<file path="src/imu_frame_parser_top_defines.svh">
// Assertion macros shared by the IMU frame parser RTL.
// No dependencies; included by the modules that carry assertions.
`ifndef IMU_FRAME_PARSER_TOP_DEFINES_SVH
`define IMU_FRAME_PARSER_TOP_DEFINES_SVH

// Same-cycle implication, disabled during reset.
`define IFP_ASSERT_NOW(label, ante, cons, msg) \
   label: assert property (@(posedge clock) disable iff (reset) (ante) |-> (cons)) \
      else $error(msg);

// Next-cycle implication, disabled during reset.
`define IFP_ASSERT_NEXT(label, ante, cons, msg) \
   label: assert property (@(posedge clock) disable iff (reset) (ante) |=> (cons)) \
      else $error(msg);

`endif

</file>
<file path="src/ifp_pkg.sv">
// Shared types and constants for the IMU frame parser.
// No dependencies; imported by every module of the block.
`default_nettype none

package ifp_pkg;

   localparam int HELD_BYTES = 10;
   localparam int FILL_W     = 4;
   localparam int GAIN_W     = 32;
   localparam int RAW_W      = 16;
   localparam int AXIS_W     = 32;
   localparam int PROD_W     = RAW_W + GAIN_W + 1;
   localparam int SHIFT      = 15;

   localparam logic [7:0] FRAME_HEAD  = 8'h55;
   localparam logic [7:0] KIND_BYTE_A = 8'h51;
   localparam logic [7:0] KIND_BYTE_G = 8'h52;
   localparam logic [7:0] KIND_BYTE_R = 8'h53;
   localparam logic [7:0] KIND_BYTE_M = 8'h54;

   localparam logic [FILL_W-1:0] FILL_FULL = FILL_W'(HELD_BYTES);

   typedef logic [1:0] frame_kind_type;
   localparam frame_kind_type KIND_ACCEL = 2'd0;
   localparam frame_kind_type KIND_GYRO  = 2'd1;
   localparam frame_kind_type KIND_MAG   = 2'd2;
   localparam frame_kind_type KIND_ANGLE = 2'd3;

   typedef logic [1:0] reg_index_type;
   localparam reg_index_type REG_ACCEL_GAIN = 2'd0;
   localparam reg_index_type REG_GYRO_GAIN  = 2'd1;
   localparam reg_index_type REG_ANGLE_GAIN = 2'd2;
   localparam reg_index_type REG_MAG_GAIN   = 2'd3;

   localparam logic [GAIN_W-1:0] ACCEL_GAIN_RST = 32'd10283148;
   localparam logic [GAIN_W-1:0] GYRO_GAIN_RST  = 32'd2287638;
   localparam logic [GAIN_W-1:0] ANGLE_GAIN_RST = 32'd11796480;
   localparam logic [GAIN_W-1:0] MAG_GAIN_RST   = 32'd2147483648;

   typedef struct packed {
      logic [GAIN_W-1:0] accel;
      logic [GAIN_W-1:0] gyro;
      logic [GAIN_W-1:0] angle;
      logic [GAIN_W-1:0] mag;
   } gains_type;

   typedef struct packed {
      logic                    hit;
      frame_kind_type          kind;
      logic [RAW_W-1:0]        raw_x;
      logic [RAW_W-1:0]        raw_y;
      logic [RAW_W-1:0]        raw_z;
   } frame_type;

endpackage

`default_nettype wire

</file>
<file path="src/ifp_csr.sv">
// Gain register file behind the APB-style configuration port.
// Depends on ifp_pkg.
`default_nettype none

module ifp_csr
   import ifp_pkg::*;
(
   input  wire logic        clock,
   input  wire logic        reset,
   input  wire logic        csr_psel,
   input  wire logic        csr_penable,
   input  wire logic        csr_pwrite,
   input  wire logic [3:0]  csr_paddr,
   input  wire logic [31:0] csr_pwdata,
   output logic      [31:0] csr_prdata,
   output logic             csr_pready,
   output gains_type        gains
);

   logic [GAIN_W-1:0] accel_ff, gyro_ff, angle_ff, mag_ff;
   reg_index_type     index;
   logic              write_en;

   assign index      = csr_paddr[3:2];
   assign csr_pready = 1'b1;
   assign write_en   = csr_psel & csr_penable & csr_pwrite & csr_pready;

   always_ff @(posedge clock) begin
      if (reset) begin
         accel_ff <= ACCEL_GAIN_RST;
         gyro_ff  <= GYRO_GAIN_RST;
         angle_ff <= ANGLE_GAIN_RST;
         mag_ff   <= MAG_GAIN_RST;
      end else if (write_en) begin
         case (index)
            REG_ACCEL_GAIN: accel_ff <= csr_pwdata;
            REG_GYRO_GAIN:  gyro_ff  <= csr_pwdata;
            REG_ANGLE_GAIN: angle_ff <= csr_pwdata;
            REG_MAG_GAIN:   mag_ff   <= csr_pwdata;
            default: ;
         endcase
      end
   end

   always_comb begin
      case (index)
         REG_ACCEL_GAIN: csr_prdata = accel_ff;
         REG_GYRO_GAIN:  csr_prdata = gyro_ff;
         REG_ANGLE_GAIN: csr_prdata = angle_ff;
         REG_MAG_GAIN:   csr_prdata = mag_ff;
         default:        csr_prdata = '0;
      endcase
   end

   assign gains.accel = accel_ff;
   assign gains.gyro  = gyro_ff;
   assign gains.angle = angle_ff;
   assign gains.mag   = mag_ff;

endmodule

`default_nettype wire

</file>
<file path="src/ifp_window.sv">
// Ten-byte sliding window with header, kind and checksum test of each new byte.
// Depends on ifp_pkg and imu_frame_parser_top_defines.svh.
`default_nettype none

`include "imu_frame_parser_top_defines.svh"

module ifp_window
   import ifp_pkg::*;
(
   input  wire logic       clock,
   input  wire logic       reset,
   input  wire logic       accept,
   input  wire logic [7:0] rx_byte,
   output frame_type       frame
);

   logic [7:0]        window_ff [HELD_BYTES];
   logic [FILL_W-1:0] fill_ff;
   logic [FILL_W-1:0] fill_in;
   logic [7:0]        pair_sum [HELD_BYTES/2];
   logic [7:0]        sum;
   logic              known;
   frame_kind_type    kind;

   // Shift in every byte; after ten bytes the oldest sits at index zero.
   always_ff @(posedge clock) begin
      if (accept) begin
         for (int i = 0; i < HELD_BYTES - 1; i++) begin
            window_ff[i] <= window_ff[i+1];
         end
         window_ff[HELD_BYTES-1] <= rx_byte;
      end
   end

   assign fill_in = (accept && fill_ff != FILL_FULL) ? fill_ff + 1'b1 : fill_ff;

   always_ff @(posedge clock) begin
      if (reset) begin
         fill_ff <= '0;
      end else begin
         fill_ff <= fill_in;
      end
   end

   always_comb begin
      for (int i = 0; i < HELD_BYTES / 2; i++) begin
         pair_sum[i] = window_ff[2*i] + window_ff[2*i+1];
      end
   end

   assign sum = ((pair_sum[0] + pair_sum[1]) + (pair_sum[2] + pair_sum[3])) + pair_sum[4];

   always_comb begin
      known = 1'b1;
      case (window_ff[1])
         KIND_BYTE_A: kind = KIND_ACCEL;
         KIND_BYTE_G: kind = KIND_GYRO;
         KIND_BYTE_M: kind = KIND_MAG;
         KIND_BYTE_R: kind = KIND_ANGLE;
         default: begin
            kind  = KIND_ACCEL;
            known = 1'b0;
         end
      endcase
   end

   assign frame.hit   = accept && fill_ff == FILL_FULL && window_ff[0] == FRAME_HEAD
                        && known && sum == rx_byte;
   assign frame.kind  = kind;
   assign frame.raw_x = {window_ff[3], window_ff[2]};
   assign frame.raw_y = {window_ff[5], window_ff[4]};
   assign frame.raw_z = {window_ff[7], window_ff[6]};

   `IFP_ASSERT_NOW(a_fill_bound, 1'b1, fill_ff <= FILL_FULL, "fill count past window depth")
   `IFP_ASSERT_NOW(a_hit_full, frame.hit, fill_ff == FILL_FULL && accept,
      "frame hit before window filled")
   `IFP_ASSERT_NEXT(a_fill_step, accept && fill_ff != FILL_FULL,
      fill_ff == $past(fill_ff) + 1'b1, "fill count did not advance")

endmodule

`default_nettype wire

</file>
<file path="src/ifp_scale.sv">
// Gain multiply, product register, shift and saturation into the result register.
// Depends on ifp_pkg and imu_frame_parser_top_defines.svh.
`default_nettype none

`include "imu_frame_parser_top_defines.svh"

module ifp_scale
   import ifp_pkg::*;
(
   input  wire logic         clock,
   input  wire logic         reset,
   input  wire frame_type    frame,
   input  wire gains_type    gains,
   output logic              stage_ready,
   output logic              rsp_tvalid,
   input  wire logic         rsp_tready,
   output frame_kind_type    rsp_kind,
   output logic [AXIS_W-1:0] rsp_x,
   output logic [AXIS_W-1:0] rsp_y,
   output logic [AXIS_W-1:0] rsp_z
);

   localparam logic [AXIS_W-1:0] AXIS_MAX = {1'b0, {(AXIS_W-1){1'b1}}};
   localparam logic [AXIS_W-1:0] AXIS_MIN = {1'b1, {(AXIS_W-1){1'b0}}};

   logic [GAIN_W-1:0]        gain;
   logic signed [PROD_W-1:0] prod_x_in, prod_y_in, prod_z_in;
   logic signed [PROD_W-1:0] prod_x_ff, prod_y_ff, prod_z_ff;
   frame_kind_type           kind_ff;
   logic                     prod_valid_ff;
   logic                     out_ready;
   logic                     out_load;
   logic                     rsp_valid_ff;
   frame_kind_type           rsp_kind_ff;
   logic [AXIS_W-1:0]        rsp_x_ff, rsp_y_ff, rsp_z_ff;

   function automatic logic [AXIS_W-1:0] saturate(input logic signed [PROD_W-1:0] p);
      logic [PROD_W-SHIFT-1:0] q;
      logic [PROD_W-SHIFT-AXIS_W:0] top;
      q   = p[PROD_W-1:SHIFT];
      top = q[PROD_W-SHIFT-1:AXIS_W-1];
      if (top == '0 || top == '1) begin
         saturate = q[AXIS_W-1:0];
      end else if (q[PROD_W-SHIFT-1]) begin
         saturate = AXIS_MIN;
      end else begin
         saturate = AXIS_MAX;
      end
   endfunction

   always_comb begin
      case (frame.kind)
         KIND_ACCEL: gain = gains.accel;
         KIND_GYRO:  gain = gains.gyro;
         KIND_MAG:   gain = gains.mag;
         KIND_ANGLE: gain = gains.angle;
         default:    gain = gains.accel;
      endcase
   end

   assign prod_x_in = $signed(frame.raw_x) * $signed({1'b0, gain});
   assign prod_y_in = $signed(frame.raw_y) * $signed({1'b0, gain});
   assign prod_z_in = $signed(frame.raw_z) * $signed({1'b0, gain});

   assign out_ready   = !rsp_valid_ff || rsp_tready;
   assign stage_ready = !prod_valid_ff || out_ready;
   assign out_load    = prod_valid_ff && out_ready;

   always_ff @(posedge clock) begin
      if (reset) begin
         prod_valid_ff <= 1'b0;
      end else if (stage_ready) begin
         prod_valid_ff <= frame.hit;
      end
   end

   always_ff @(posedge clock) begin
      if (stage_ready && frame.hit) begin
         kind_ff   <= frame.kind;
         prod_x_ff <= prod_x_in;
         prod_y_ff <= prod_y_in;
         prod_z_ff <= prod_z_in;
      end
   end

   always_ff @(posedge clock) begin
      if (reset) begin
         rsp_valid_ff <= 1'b0;
      end else if (out_ready) begin
         rsp_valid_ff <= prod_valid_ff;
      end
   end

   always_ff @(posedge clock) begin
      if (out_load) begin
         rsp_kind_ff <= kind_ff;
         rsp_x_ff    <= saturate(prod_x_ff);
         rsp_y_ff    <= saturate(prod_y_ff);
         rsp_z_ff    <= saturate(prod_z_ff);
      end
   end

   assign rsp_tvalid = rsp_valid_ff;
   assign rsp_kind   = rsp_kind_ff;
   assign rsp_x      = rsp_x_ff;
   assign rsp_y      = rsp_y_ff;
   assign rsp_z      = rsp_z_ff;

   `IFP_ASSERT_NEXT(a_prod_hold, prod_valid_ff && !out_ready, prod_valid_ff,
      "product stage dropped a stalled transaction")
   `IFP_ASSERT_NEXT(a_prod_stable, prod_valid_ff && !out_ready, $stable(prod_x_ff),
      "product stage changed while stalled")
   `IFP_ASSERT_NOW(a_no_hit_stall, frame.hit, stage_ready,
      "frame hit while product stage full")

endmodule

`default_nettype wire

</file>
<file path="src/imu_frame_parser_top.sv">
// IMU frame parser: takes one serial byte per transaction on req_ and emits one
// result per valid 11-byte frame (0x55, kind 0x51..0x54, x/y/z little-endian,
// temperature, byte checksum) on rsp_, each axis scaled as (raw * gain) >>> 15
// and saturated to signed Q16.16. A byte is taken every cycle unless req_ is
// stalled; the gain multipliers register the product at the edge that accepts
// the checksum byte, and the shift and saturation register loads from it once
// the result register is free, which raises rsp_tvalid. Back-pressure on rsp_
// stops req_ only once both stages hold a frame.
// Gains are set through the csr_ port at byte addresses 0, 4, 8 and 12.
// Depends on ifp_pkg, ifp_csr, ifp_window and ifp_scale.
`default_nettype none

module imu_frame_parser_top
   import ifp_pkg::*;
(
   input  wire logic        clock,
   input  wire logic        reset,
   input  wire logic        req_tvalid,
   output logic             req_tready,
   input  wire logic [7:0]  req_tdata,   // [7:0] rx_byte
   output logic             rsp_tvalid,
   input  wire logic        rsp_tready,
   output logic [95:0]      rsp_tdata,   // [31:0] axis_x, [63:32] axis_y, [95:64] axis_z
   output logic [1:0]       rsp_tuser,   // [1:0] frame_kind
   input  wire logic        csr_psel,
   input  wire logic        csr_penable,
   input  wire logic        csr_pwrite,
   input  wire logic [3:0]  csr_paddr,
   input  wire logic [31:0] csr_pwdata,
   output logic      [31:0] csr_prdata,
   output logic             csr_pready
);

   gains_type         gains;
   frame_type         frame;
   logic              accept;
   logic              stage_ready;
   frame_kind_type    rsp_kind;
   logic [AXIS_W-1:0] rsp_x, rsp_y, rsp_z;

   assign req_tready = stage_ready;
   assign accept     = req_tvalid && req_tready;

   ifp_csr u_csr (
      .clock       (clock),
      .reset       (reset),
      .csr_psel    (csr_psel),
      .csr_penable (csr_penable),
      .csr_pwrite  (csr_pwrite),
      .csr_paddr   (csr_paddr),
      .csr_pwdata  (csr_pwdata),
      .csr_prdata  (csr_prdata),
      .csr_pready  (csr_pready),
      .gains       (gains)
   );

   ifp_window u_window (
      .clock   (clock),
      .reset   (reset),
      .accept  (accept),
      .rx_byte (req_tdata),
      .frame   (frame)
   );

   ifp_scale u_scale (
      .clock       (clock),
      .reset       (reset),
      .frame       (frame),
      .gains       (gains),
      .stage_ready (stage_ready),
      .rsp_tvalid  (rsp_tvalid),
      .rsp_tready  (rsp_tready),
      .rsp_kind    (rsp_kind),
      .rsp_x       (rsp_x),
      .rsp_y       (rsp_y),
      .rsp_z       (rsp_z)
   );

   assign rsp_tdata = {rsp_z, rsp_y, rsp_x};
   assign rsp_tuser = rsp_kind;

endmodule

`default_nettype wire

</file>
<file path="config.mk">
export PLATFORM = sky130hd
export DESIGN_NAME = imu_frame_parser_top
export DESIGN_NICKNAME = d
export VERILOG_FILES = /design/src/ifp_pkg.sv /design/src/ifp_csr.sv /design/src/ifp_window.sv /design/src/ifp_scale.sv /design/src/imu_frame_parser_top.sv
export VERILOG_INCLUDE_DIRS = /design/src /design/src/src
export SDC_FILE = /design/constraint.sdc
export NUM_CORES = 2
export LEC_CHECK = 0
export BUFFER_PORTS_ARGS = -buffer_cell sky130_fd_sc_hd__buf_2
export CORE_MARGIN = 2
export CORE_UTILIZATION = 60
export CTS_BUF_LIST = sky130_fd_sc_hd__clkbuf_8
export DETAILED_ROUTE_END_ITERATION = 16
export GPL_ROUTABILITY_DRIVEN = 0
export PLACE_DENSITY = 0.8
export SLEW_MARGIN = 20
export SYNTH_ARGS = -nofsm -noshare
export SYNTH_HDL_FRONTEND = slang
export SYNTH_SLANG_ARGS = --single-unit
export TNS_END_PERCENT = 30
</file>
<file path="constraint.sdc">
create_clock -name clock -period 8.45 [get_ports clock]
set_input_delay 1.69 -clock clock [delete_from_list [all_inputs] [get_ports clock]]
set_output_delay 1.69 -clock clock [all_outputs]
set_load 0.05 [all_outputs]
</file>
* Word level (Yosys, flattened, before mapping)
Memory sizes are Yosys's and may differ from the RTL's. Cells that the tools add are included. Widths: inputs -> output; s select.
Word-level totals: flip-flop bits (word level) 381, latch bits 0, memory bits (writable) 80, memory bits (read-only) 0, input port bits 51, output and inout bits 133, logic and storage cells 85, memories 1
Memories:
- u_window.window_ff | depth 10, bits a word 8, rd ports 10, clocked after Yosys merged registers in 0, wr ports 10, RTL line ifp_window.sv:17 | logic [7:0] window_ff [HELD_BYTES];
Operators by class: add/sub/neg operators 10, multipliers 3, div/mod/pow operators 0, $lt $le $gt $ge 0, equal/unequal tests 17, shifts and indexed selects 0, mux-type cells 12, bitwise operators 2, reductions and logical operators 25
Operator list (count):
- $pmux 32 s4 | 2
- $mux 32 | 6
- $mul 16x33->49 | 3
- $add 8x8->8 | 9
- $eq 8x7->1 const B | 5
- $eq 3x3->1 const B | 3
- $logic_not 3->1 | 3
- $eq 2x2->1 const B | 4
- $eq 8x8->1 | 1
- $logic_and 1x1->1 | 8
- $reduce_and 2->1 | 4
- $pmux 2 s3 | 1
- $logic_or 1x1->1 | 5
- $add 4x1->4 const B | 1
- $eq 2x1->1 const B | 2
- $eq 4x4->1 const B | 1
- $logic_not 2->1 | 2
- $ne 4x4->1 const B | 1
- $reduce_or 4->1 | 1
- $mux 1 | 3
- $and 1x1->1 | 2
- $logic_not 1->1 | 2

* Longest topological paths before layout
word-level depth 9, depth in mapped cells 34, mapped depth without buffers 30

* Modules after synthesis
A second synthesis with hierarchy kept.
Unflattened totals: cell total of the unflattened synthesis 6988, area total of the unflattened synthesis 67234.5 µm²
By module, submodules not included:
- ifp_scale | instances 1, cells an instance 6166, area each 56907.1 µm², sequential area each 6105.9 µm²
- ifp_csr | instances 1, cells an instance 550, area each 5960.7 µm², sequential area each 2562.5 µm²
- ifp_window | instances 1, cells an instance 271, area each 4360.4 µm², sequential area each 2482.4 µm²
- imu_frame_parser_top | instances 1, cells an instance 1, area each 6.3 µm², sequential area each 0.0 µm²

* Worst setup path after synthesis
No wires, ideal clock.
path kind flip-flop to flip-flop, start mem u_window.window_ff[1][5], end reg u_scale.prod_x_ff[42] (data pin), library setup time 0.256 ns, arrival time 8.802 ns, data required time 8.194 ns, slack -0.608 ns, stages on the path, launching flop included 32, path buffers 5, period minus slack after synthesis 9.058 ns, cell sequence edfxtp_1 or4b_4 or2_0 buf_6 nor3_1 clkbuf_1 clkbuf_1 a221oi_1 a21oi_1 clkbuf_1 clkbuf_1 nand2_1 fa_1 fa_1 fa_1 inv_1 fa_1 fa_1 inv_1 fa_1 inv_1 ha_1 a211oi_1 o21ai_0 a221oi_1 o2bb2ai_1 o21ai_0 a211o_1 a31oi_4 nor2_1 or4b_1 o211a_1
RTL lines:
- from (decl) | RTL line ifp_window.sv:17
- to (signal assigned) | RTL line ifp_scale.sv:80 | prod_x_ff <= prod_x_in;
- to (decl) | RTL line ifp_scale.sv:28 | logic signed [PROD_W-1:0] prod_x_ff, prod_y_ff, prod_z_ff;

==> flow_summary.toml <==
[status]
run_status = "finished, violations left"
violations = "negative setup slack"

[placed_design]
place_hpwl_um = 135000
io_buffer_count = 180
dp_cells = 9000

[logic_synthesis]
synthCells = 7166
ys_seq_area_frac = 0.168
synth-edff-count = 282
ys_warn_count = 0
async_flop_share = 0
synthFlopType = "edfxtp_1"
syn_nets = 8984
synth_cell_types = 79
syn_area_mm2 = 0.0665
synth_area_per_cell_um2 = 9.28
ys_ff_latch = 416

[routing]
route.detailed.drc = 0
routed_wl_um = 191000
ant_nets = 0
viasPerCell = 5.75
drt_iter0_markers = 5160
drt_first_pass_iters = 8
vias = 53000
post_drt_wl_per_cell_um = 20.7

[sta]
setup_ws_ns = -0.532
finalCriticalPeriod_ns = 8.98
post-route-period-util = 1.06
drv_slew = 0
grt_setup_unrepaired = "yes"
hold_viol = 0
max-slew-margin-rel = 0.159
fmax_mhz = 111
skew_ns = 0.0962
setup_viol = 44
tightest_slew_ns = 1.26

[grt]
antenna_found_initial = 12
grt_pass1_vias = 57100
grt_max_degree = 135
grt_pass1_wl_um = 297000
gr-total-overflow = 0
track_usage = 0.338

[critical_path]
crit_required_ns = 8.97
end_kind = "register"
r2r_start = "u_window.window_ff[1][5]"
reg2reg_to = "u_scale.prod_x_ff[48]"
worstSetupPathType = "reg2reg"
critPathMaxFanout = 10
crit_slowest_cell = "fa_1"
critPathMaxStageDelay_ns = 0.62
r2r_setup_slack_ns = -0.53
r2r_cells = 36
critPathMostFrequentCell = "fa_1"
cp-start-kind = "register"
worstPathArrival_ns = 9.50

[cts]
clkSinkCount = 416
cts-htree-levels = 3
clkTransAtPathRegs_ns = 0.07
clk_latency_ns = 0.81
cts-root-buf = "clkbuf_8"
cts_buffers = 74
cts_tree = "yes"
cts_max_path_buffers = 3

[final_layout]
nNetsFinal = 9488
multi_input_area_mm2 = 0.0492
final_layout_size_suffix_gt1_frac = 0.151
final_util = 0.696
final.fill_count = 7487
seq_area_mm2 = 0.0112
fin_cells = 9222
syn2layout_area_growth_pct = 15.6

[die]
rows = 122
coreArea_mm2 = 0.110
fp.dieH_um = 337
die_x_um = 337
io_pins = 184
die_area_mm2 = 0.113
start_util = 0.602

[power]
p_per_area_mw_per_mm2 = 377
p_total_mw = 28.9
p_leak_nw = 37.6
ir_drop_v = 0.000667

[min_path]
min_path_type = "reg2reg"
whs_endpoint = "u_scale.rsp_kind[0]"
min_path_cells = 0
hp-start = "u_scale.kind_ff[0]"

[run]
maxCapViolCount = 0
[flip-flops by register name, indices dropped and copies added (netlist names), 4 cells and up]
signal,count
u_csr.accel_ff,32
u_scale.prod_x_ff,34
u_csr.gyro_ff,32
u_scale.rsp_z,32
u_scale.prod_z_ff,34
u_window.window_ff,80
u_window.fill_ff,4
u_csr.mag_ff,32
u_scale.prod_y_ff,34
u_scale.rsp_x,32
u_scale.rsp_y,32
u_csr.angle_ff,32
[through the flow]
step / instance area (um2) / hold WS, ns / setup WS [ns] / TNS [ns]
after floorplan: 66600 / 0.400 / 0.00161 / 0
after global placement: 73200 / 0.435 / -0.407 / -7.12
after detailed placement: 73200 / 0.440 / -0.610 / -14.26
after CTS: 75800 / 0.442 / -0.238 / -3.76
after global routing: 76800 / 0.434 / -0.596 / -18.17
final: 76800 / 0.442 / -0.532 / -9.78
[kinds of logic (layout without fill, tap and decap cells)]
logic type,Yosys count,after routing,share of synthesized area
simple gates,2345,2345,0.165
buf+inv,1962,2520,0.111
mux,32,32,0.0108
xor+xnor,133,133,0.0175
compound gates,510,510,0.0488
other cells,1,11,0.0000564
flops,416,416,0.168
fa+ha+maj,1767,1767,0.479
[power breakdown]
part / switching [mW] / internal, mW
clock network: 1.01 / 1.03
logic: 12.5 / 11.4
registers: 0.102 / 2.98
[repair_timing]
item                       4_1_cts  5_1_grt
gates cloned                    12        4
setup buffers                   28       36
hold buffers                     0        0
pin swaps                       54       65
resized for setup               95      126
setup endpoints to repair       58       71
[critical path, delay by kind of cell (launching register included)]
family | cells | cell delay, ns
simple gates | 9 | 2.34
xor+xnor | 1 | 0.14
buf+inv | 13 | 1.67
flops | 1 | 0.41
compound gates | 6 | 0.75
fa+ha+maj | 7 | 3.34
[placed cells by master, fill, tap and decap left out, drive strengths merged, types with 8 or more instances in the layout]
master,count
nand2,1334
xnor2,86
a21oi,247
clkinv,17
nor2,165
a221oi,33
diode,10
mux4,32
nand3b,26
a31oi,12
nor3,22
nand3,22
o21ai,46
buf,830
o21a,11
ha,466
nor2b,18
clkbuf,82
or3,8
fa,1301
dfxtp,134
a21o,71
nand4,23
edfxtp,282
xor2,47
and2,651
o21bai,17
a211oi,12
and3,44
inv,1580
[metal layers]
metal / GRT usage / up-vias / routed length, um
li1: - / 22500 / -
met4: 0.229 / 8 / 16900
met1: 0.404 / 26400 / 63700
met2: 0.557 / 3127 / 90000
met5: 0 / - / 44
met3: 0.0673 / 1020 / 20200
[Yosys cell counts (6+ instances only)]
library cell  number  area share
or3_1              8     0.00075
clkbuf_1         401       0.023
xor2_1            47      0.0062
a311oi_1           6     0.00079
ha_1             466       0.088
dfxtp_1          134       0.040
nand2_1         1334       0.075
a21o_1            71      0.0080
nand3b_1          26      0.0029
inv_1           1550       0.088
nand4_1           23      0.0022
nor3_1            22      0.0017
mux4_2            32       0.011
o21a_1            11      0.0012
or2_2              6     0.00056
o21ai_0           44      0.0033
a21oi_1          247       0.019
a211oi_1          12      0.0014
and3_1            44      0.0041
a221oi_1          33      0.0043
and2_1           650       0.061
a211o_1            6     0.00079
nor2b_1           18      0.0017
nand3_1           22      0.0017
fa_1            1301        0.39
edfxtp_1         282        0.13
a31oi_1           11      0.0010
xnor2_1           86       0.011
nor2_1           164      0.0093
nand2b_1           7     0.00066
o21bai_1          17      0.0019
[final cells by class]
cell class                 count  area share
sequential                   416       0.145
tap                         1488      0.0242
timing repair buffer         838      0.0945
inverter                    1552      0.0759
clock inverter                52     0.00550
antenna                       10    0.000326
clock buffer                  78      0.0140
multi-input combinational   4788       0.640
[worst max-delay path by stage]
| stage | cells after the start | to | startpoint |
|---|---|---|---|
| floorplan | 31 | u_scale.prod_x_ff[42] | u_window.window_ff[1][5] |
| global placement | 32 | u_scale.prod_x_ff[48] | u_window.window_ff[1][5] |
| detailed placement | 34 | u_scale.prod_x_ff[48] | u_window.window_ff[1][5] |
| CTS | 31 | u_scale.prod_z_ff[41] | u_window.window_ff[1][7] |
| global route | 36 | u_scale.prod_x_ff[48] | u_window.window_ff[1][5] |
| finish | 36 | u_scale.prod_x_ff[48] | u_window.window_ff[1][5] |
(Power assumes the default switching activity.)
